--- config.mk ---
export PLATFORM = sky130hd
export DESIGN_NAME = gpc_pal_check
export DESIGN_NICKNAME = d
export VERILOG_FILES = /design/src/hw/rtl/gpc_pkg.sv /design/src/hw/rtl/gpc_pal_check.sv
export SDC_FILE = /design/constraint.sdc
export NUM_CORES = 1
export LEC_CHECK = 0
export BUFFER_PORTS_ARGS = -buffer_cell sky130_fd_sc_hd__buf_4
export CORE_MARGIN = 5
export CORE_UTILIZATION = 50
export DETAILED_ROUTE_END_ITERATION = 10
export MAX_ROUTING_LAYER = met4
export PLACE_DENSITY = 0.91
export SLEW_MARGIN = 10
export SYNTH_ARGS = -nofsm -noshare
export SYNTH_HDL_FRONTEND = slang
export SYNTH_SLANG_ARGS = --single-unit
export TNS_END_PERCENT = 30
--- constraint.sdc ---
create_clock -name vclk -period 3.81
set_clock_uncertainty 0.2 [all_clocks]
set_input_delay 0.5715 -clock vclk [all_inputs]
set_output_delay 0.5715 -clock vclk [all_outputs]
set_load 0.005 [all_outputs]
--- src/hw/rtl/gpc_pkg.sv ---
// Shared constants, register codes and control bundles for the grid palindrome counter.
package gpc_pkg;

    localparam int MAX_COLS_DEF = 1024;
    localparam int MAX_LEN_DEF  = 6;

    localparam int LETTER_W    = 8;
    localparam int PAL_LEN_W   = 3;
    localparam int GRID_COLS_W = 11;
    localparam int CFG_INDEX_W = 1;
    localparam int PAL_COUNT_W = 23;
    localparam int FOUND_W     = 3;

    localparam logic [PAL_LEN_W-1:0]   PAL_LENGTH_RST = 3'd1;
    localparam logic [GRID_COLS_W-1:0] GRID_COLS_RST  = 11'd1024;
    localparam logic [PAL_COUNT_W-1:0] PAL_COUNT_MAX  = 23'd4194304;

    typedef enum logic [CFG_INDEX_W-1:0] {
        REG_PAL_LENGTH = 1'b0,
        REG_GRID_COLS  = 1'b1
    } cfg_reg_t;

    // column store access for one cycle
    typedef struct packed {
        logic rd_en;
        logic rd_tail;
        logic wr_en;
        logic tail_wr;
    } store_ctrl_t;

    typedef struct packed {
        logic step;
        logic last;
        logic restart;
    } tally_ctrl_t;

endpackage

--- src/hw/rtl/gpc_pal_check.sv ---
// Palindrome test of a run of cells, run length chosen at run time.
module gpc_pal_check #(
    parameter int  MAX_LEN = gpc_pkg::MAX_LEN_DEF,
    localparam int LW      = $clog2(MAX_LEN + 1)
) (
    input  logic [MAX_LEN*gpc_pkg::LETTER_W-1:0] seq,
    input  logic [LW-1:0]                        len,
    output logic                                 is_pal
);

    localparam int BW = gpc_pkg::LETTER_W;

    logic [MAX_LEN:0] pal_by_len;

    always_comb
    begin
        logic ok;
        pal_by_len = '0;
        for (int l = 1; l <= MAX_LEN; l++)
        begin
            ok = 1'b1;
            for (int k = 0; k < l / 2; k++)
            begin
                ok = ok && (seq[BW*k +: BW] == seq[BW*(l-1-k) +: BW]);
            end
            pal_by_len[l] = ok;
        end
    end

    assign is_pal = pal_by_len[len];

endmodule

==> metrics.yaml <==
run_status:
  outcome: "complete, no violations"
die:
  die_x_um: 51.68
  core-area_um2: 1689
  start_util: 0.5141
  dieArea_um2: 2670
  fp.dieH_um: 51.68
  num_rows: 15
  ios: 52
worst_setup_path:
  endpoint_kind: "primary output"
  crit_path_max_fanout: 4
  crit_required_ps: 3040
  crit_arrival_ps: 1880
  critPathKind: "in2out"
  critPathLaunchType: "primary input"
timing:
  setup_viol: 0
  fin_crit_sh: 0.6961
  rsz0062_at_grt: "no"
  slew_headroom: 0.8029
  fin_crit_ps: 2652
  slew_violations: 0
  setup_tns_ps: 0
  whs_ps: 1229
  tightest_slew_ps: 291.5
  fmax_mhz: 377.0
  worst_slack_ps: 1158
  hold_viol: 0
global_route:
  grt_pass1_wl_um: 4381
  grt.overflow.total: 0
  track_usage: 0.2181
  grt_pass1_vias: 932
  grt_antenna_before_repair: 0
  grt_max_degree: 6
finish:
  regArea_um2: 0
  clkbuf_count: 0
  layout_commonest_cell: "xnor2_1"
  layout_common_cells: "xnor2_1 (63), buf_4 (52), nand4_1 (14)"
  final_nets: 208
  n_fill_cell: 144
  final_util: 0.7333
  syn2layout_area_growth_pct: 42.65
  final_area_um2: 1239
  numSequentialCells: 0
  drive_gt1_frac: 0.3419
  stdcell_count: 172
  antenna_cells: 0
power_and_ir_drop:
  pwr-share-seq: 0
  power_frac_comb: 1.000
  intPower_uw: 87.50
  leakage_nw: 0.4461
  swShare: 0.4413
  net-switching-power_uw: 69.11
  clockPowerShare: 0
  irDropWorstVdd_v: 0.00007059
  finalPower_uw: 156.6
  p_per_area_nw_per_um2: 126.4
place:
  place_hpwl_um: 2526
  placed_cell_area_um2: 1239
  portBuffers: 52
  dpl.cell_count: 172
  dp_slack_ps: 1160
  routabilityCongestion: 0.9353
routing:
  avgRoutedWirePerCell_um: 16.51
  route.detailed.drc: 0
  antenna_left: 0
  drt_iter0_drc: 19
  vias: 938
  viasPerCell: 5.453
  drt_wl_total_um: 2840
  firstDrtPassIters: 4
yosys:
  synth_cell_type_count: 18
  synth_area_per_cell_um2: 7.753
  synth_area_leaders: "xnor2_1 (64%), nand4_1 (10%), xor2_1 (9.1%), clkbuf_1 (3.5%), nor3_1 (1.7%)"
  syn_inst: 112
  syn_nets: 163
  synth_top_area_frac: 0.6354
  synth_top_cell_by_area: "xnor2_1"
  synth_seq_area_share: 0
  yosys_warnings: 0
  netlist_area_um2: 868.3
clock_network:
  cts_hold_buf: 0
  cts_resized: 0
  post_cts_buffers: 0
job:
  drv_cap: 0
worst_hold_path:
  min_path_cells: 3
  worstHoldPathType: "in2out"
[kinds of logic (layout without fill, tap and decap cells)]
family                 after synthesis  in the layout  synth area share
XOR/XNOR                            72             72            0.7262
AND/OR/NAND/NOR                     26             26            0.1873
buffers and inverters                9             52           0.04755
AO/OA/AOI/OAI                        5              5           0.03890
[final timing paths]
check               start  endpoint  slack [ps]
hold / removal     len[2]    is_pal        1230
setup / recovery  seq[10]    is_pal        1160
[area by class of cell]
class                      instances  area [µm²]  share of cell area
timing repair buffer              52       390.4              0.3152
tap                               17       21.27             0.01717
multi-input combinational        103       827.0              0.6677
[worst max-delay path: stages]
cell	delay, ps
buf_4	130
xor2_1	150
or3_1	320
nor4_2	250
nand4_1	120
a31oi_1	200
buf_4	140
[power by group through the flow]
stage / registers [mW] / logic, mW / clock network (mW)
2_1_floorplan: 0 / 0.0837 / 0
3_3_place_gp: 0 / 0.153 / 0
3_5_place_dp: 0 / 0.155 / 0
4_1_cts: 0 / 0.157 / 0
5_1_grt: 0 / 0.168 / 0
6_report: 0 / 0.157 / 0
[Yosys cell counts]
cell,number
xnor2_1,63
nand4_1,14
xor2_1,9
clkbuf_1,8
nor3_1,3
nand3_1,2
nor4_1,2
a21oi_1,1
a22oi_1,1
a31oi_1,1
a41o_1,1
buf_6,1
nand2_1,1
nor2b_1,1
nor4_2,1
nor4b_1,1
o21ai_0,1
or3_1,1
[per-layer routing]
layer / part of all wire / up-vias / GRT usage
met3: 0.055 / 0 / 0.008596
met5: 0 / - / -
met1: 0.42 / 437 / 0.2749
li1: - / 464 / -
met2: 0.52 / 37 / 0.4025
met4: 0 / 0 / 0.01310
Power figures use the tool's default switching activity.
