**config.mk**
```make
export PLATFORM = sky130hd
export DESIGN_NAME = gpc_tally
export DESIGN_NICKNAME = d
export VERILOG_FILES = /design/src/hw/rtl/gpc_pkg.sv /design/src/hw/rtl/gpc_tally.sv
export SDC_FILE = /design/constraint.sdc
export NUM_CORES = 1
export LEC_CHECK = 0
export ABC_AREA = 1
export BUFFER_PORTS_ARGS = -buffer_cell sky130_fd_sc_hd__buf_2
export CAP_MARGIN = 10
export CORE_ASPECT_RATIO = 0.9
export CORE_MARGIN = 10
export CORE_UTILIZATION = 55
export CTS_BUF_LIST = sky130_fd_sc_hd__clkbuf_16
export DETAILED_ROUTE_END_ITERATION = 16
export HOLD_SLACK_MARGIN = 0.02
export PLACE_DENSITY = 0.72
export SYNTH_ARGS = -nofsm -noshare
export SYNTH_HDL_FRONTEND = slang
export SYNTH_SLANG_ARGS = --single-unit
```
**constraint.sdc**
```tcl
create_clock -name clk -period 3.7 [get_ports clk]
set_input_delay 0.925 -clock clk [delete_from_list [all_inputs] [get_ports clk]]
set_output_delay 0.925 -clock clk [all_outputs]
set_load 0.01 [all_outputs]
```
**src/hw/rtl/gpc_pkg.sv**
```systemverilog
// Shared constants, register codes and control bundles for the grid palindrome counter.
package gpc_pkg;

    localparam int MAX_COLS_DEF = 1024;
    localparam int MAX_LEN_DEF  = 6;

    localparam int LETTER_W    = 8;
    localparam int PAL_LEN_W   = 3;
    localparam int GRID_COLS_W = 11;
    localparam int CFG_INDEX_W = 1;
    localparam int PAL_COUNT_W = 23;
    localparam int FOUND_W     = 3;

    localparam logic [PAL_LEN_W-1:0]   PAL_LENGTH_RST = 3'd1;
    localparam logic [GRID_COLS_W-1:0] GRID_COLS_RST  = 11'd1024;
    localparam logic [PAL_COUNT_W-1:0] PAL_COUNT_MAX  = 23'd4194304;

    typedef enum logic [CFG_INDEX_W-1:0] {
        REG_PAL_LENGTH = 1'b0,
        REG_GRID_COLS  = 1'b1
    } cfg_reg_t;

    // column store access for one cycle
    typedef struct packed {
        logic rd_en;
        logic rd_tail;
        logic wr_en;
        logic tail_wr;
    } store_ctrl_t;

    typedef struct packed {
        logic step;
        logic last;
        logic restart;
    } tally_ctrl_t;

endpackage

```
**src/hw/rtl/gpc_tally.sv**
```systemverilog
// Saturating run total and the result output register.
module gpc_tally (
    input  logic                              clk,
    input  logic                              rst_n,
    input  gpc_pkg::tally_ctrl_t              ctrl,
    input  logic [gpc_pkg::FOUND_W-1:0]       found,
    input  logic                              out_ready,
    output logic                              out_valid,
    output logic [gpc_pkg::PAL_COUNT_W-1:0]   out_count,
    output logic                              busy
);

    logic [gpc_pkg::PAL_COUNT_W-1:0] total_reg;
    logic [gpc_pkg::PAL_COUNT_W-1:0] total_next;
    logic [gpc_pkg::PAL_COUNT_W-1:0] sum;
    logic [gpc_pkg::PAL_COUNT_W-1:0] count_reg;
    logic                            out_valid_reg;

    // the maximum plus four still fits the field width
    assign sum        = total_reg + gpc_pkg::PAL_COUNT_W'(found);
    assign total_next = (sum > gpc_pkg::PAL_COUNT_MAX) ? gpc_pkg::PAL_COUNT_MAX : sum;

    always_ff @(posedge clk or negedge rst_n)
    begin
        if (!rst_n)
        begin
            total_reg     <= '0;
            out_valid_reg <= 1'b0;
        end
        else
        begin
            if (ctrl.restart)
            begin
                total_reg <= '0;
            end
            else if (ctrl.step)
            begin
                total_reg <= ctrl.last ? '0 : total_next;
            end

            if (ctrl.step && ctrl.last)
            begin
                out_valid_reg <= 1'b1;
            end
            else if (out_ready)
            begin
                out_valid_reg <= 1'b0;
            end
        end
    end

    always_ff @(posedge clk)
    begin
        if (ctrl.step && ctrl.last)
        begin
            count_reg <= total_next;
        end
    end

    assign out_valid = out_valid_reg;
    assign out_count = count_reg;
    assign busy      = out_valid_reg && !out_ready;

endmodule

```
==> summary.txt <==
Initial antenna violation count - 0
Synth area leaders - edfxtp_1 26%, dfrtp_1 22%, nand2_1 17%, nor2_1 8.0%, inv_1 7.4%
Critical path peak fanout - 21
# nets final - 409
Max_slew headroom - 46.7%
Setup Crit Path Kind - input pin to flop
Crit path buffers/inverters - 4
Count leader, synth - nand2_1
DRC viols - 0
Top Ports - 34
Placeable Area - 4770 sq um
Root buf cell - clkbuf_16
Area of the multi-input gates - 1130 sq um
Tightest Hold Check Type - flop to flop
Post-synthesis sequential area ratio - 48.2%
Largest family of logic cells by synthesized area - simple AND/OR/NAND/NOR gates
Simple-Gate Fraction of Synth Area - 37.0%
Drt first pass iters - 5
Insertion delay to the later sink of the worst-skew pair - 0.29 ns
Synth area leader - edfxtp_1
Slew Viols, Final - 0
PwrDens - 390 nW/um^2
Synthesis-stage register bit count - 47
Mux contribution to synthesized area - 0%
Die ar. - 8070 sq um
CP max stage cell - fa_1
Number of diodes - 0
Sequential Area - 1290 sq um
Chip height - 86.2 microns
# rows - 24
Worst EP required - 3.73 ns
Fill cells - 404
Hold Vio Cnt, Final - 0
Tcrit/Tclk final - 85.3%
Gr usage total - 16.9%
Max-cap violations - 0
Port-buffer cells - 33
Synth Area in Compound Gates - 1.59%
Leak Pwr - 0.00154 uW
CTS buffer count - 5
Largest net degree at the start of global routing - 25
Resized cells post-CTS - 0
Worst-path clk slew - 0.06 ns
Area share of fa/ha/maj cells after synthesis - 2.15%
Post-Synth XOR/XNOR Area - 1.31%
Maximum clock frequency - 0.317 GHz
Status - completed
Worst-margin pin slew - 0.798 ns
H-tree Lvls - 2
Final setup margin - 0.543 ns
Area growth, synth to finish - 15.9%
Post-synth ARST share - 51.1%
Worst Path Arrival - 3.19 ns
Setup-failing EPs final - 0
Synth top cells by count - 118 x nand2_1, 57 x nor2_1, 53 x inv_1, 38 x nand3_1, 24 x dfrtp_1
Worst Setup Start Kind - input pin
Syn_nets - 372
Routed len/inst - 13.9 microns
Vias - 2316
Vias in the first global route - 2211
Sum of negative setup slack - 0 ns
Hold Slack - 0.491 ns
Post-synth cell types - 27
EDFF count, synth - 23
Gr ovfl total - 0
Initial Util - 56.2%
Vias per cell - 5.01
CTS Hold Bufs - 0
Fin crit period - 3.16 ns
Cells after Synth - 359
Crit path largest cell delay - 0.39 ns
Detailed Place HPWL - 4680 microns
Max Clock Skew - 0.00351 ns
CP delay by family, top - simple AND/OR/NAND/NOR gates
Unrepaired setup endpoints after global routing - false
Mapped cell area - 2680 sq um
Sink Count - 47
TritonCTS clock tree - yes
Top FF cell, synth - dfrtp_1
Die width - 93.6 microns
Initial DRC count - 235
Clock Tree Buf Depth - 2
Setup bufs post-CTS - 0
Post-Route WL - 6400 microns
Worst VDD drop - 0.178 mV
Synth Warn # - 0
CP endpoint kind - flop
Setup WS pre-CTS - 0.257 ns
Antenna Nets Post-Route - 0
Mapped Avg Cell Area - 7.47 sq um
Layout cells sized above 1 - 14.6%
First-pass GRT wire length - 11000 microns
Yosys top cell area share - 25.8%
Routability cong. - 0.934
CP Cell Sequence - buf_2 -> ha_1 -> inv_1 -> fa_1 -> inv_1 -> nand3_1 -> nand2_2 -> nand4_1 -> nor2_1 -> xor2_1 -> nand2_2 -> inv_2 -> nor2_1
-- tightest hold or removal path, delay by kind of cell, from the launching register on --
family           cells  cell delay, ns
AND/OR/NAND/NOR      2            0.12
flip-flops           1            0.34
-- layout by cell type (no fill, tap or decap), drive strengths merged --
cell	instances
nand2	123
nand3	39
o21bai	1
nand3b	2
a21oi	1
dfrtp	24
a22o	1
buf	39
or2	1
o22ai	1
xor2	3
nor3	2
o21ai	3
clkbuf	5
fa	1
xnor2	1
ha	3
edfxtp	23
nor2	60
bufinv	2
inv	55
nand4	7
-- final timing paths --
path	slack [ns]	cells after the start	from	end
setup / recovery	0.54	13	found[0]	out_count[21]
hold / removal	0.49	2	total_reg[0]	total_reg[0]
setup reg to reg	0.92	12	total_reg[0]	out_count[21]
hold reg to reg	0.49	2	total_reg[0]	total_reg[0]
max in group asynchronous	2.69	1	rst_n	total_reg[18]
min in group asynchronous	0.63	1	rst_n	total_reg[4]
-- report_power, final --
part           total [uW]  switching (uW)  internal (uW)
combinational        73.8            49.9           23.8
sequential            567            4.09            563
clock                 571             187            385
total                1210             241            972
-- kinds of logic (layout without fill, tap and decap cells) --
group | Yosys count | in the layout
flip-flops | 47 | 47
XOR/XNOR | 4 | 4
adder cells (fa/ha/maj) | 4 | 4
AO/OA/AOI/OAI | 7 | 7
AND/OR/NAND/NOR | 234 | 234
buffers and inverters | 63 | 101
-- metrics by stage --
stage / total power (uW) / cells / instance area, sq um / utilization [%]
after floorplan: 619 / 359 / 2680 / -
after global placement: 651 / 454 / 2920 / 61.1
after detailed placement: 653 / 454 / 2920 / 61.1
after CTS: 1220 / 462 / 3110 / 65.1
after global routing: 1260 / 462 / 3110 / 65.1
final: 1210 / 462 / 3110 / 65.1
-- cell type report --
type | instances | area share, %
multi-input combinational | 249 | 36.4
timing repair buffer | 39 | 6.77
sequential | 47 | 41.6
clock buffer | 5 | 4.03
clock inverter | 3 | 2.05
inverter | 54 | 6.52
tap | 65 | 2.62
-- layer usage --
layer	vias to the layer above	global-route usage, %	routed length (microns)
met4	0	5.52	81
met5	-	0	0
met3	10	3.98	505
met1	1027	23.8	3130
li1	1193	-	-
met2	86	24.9	2680
Power figures use the tool's default switching activity.
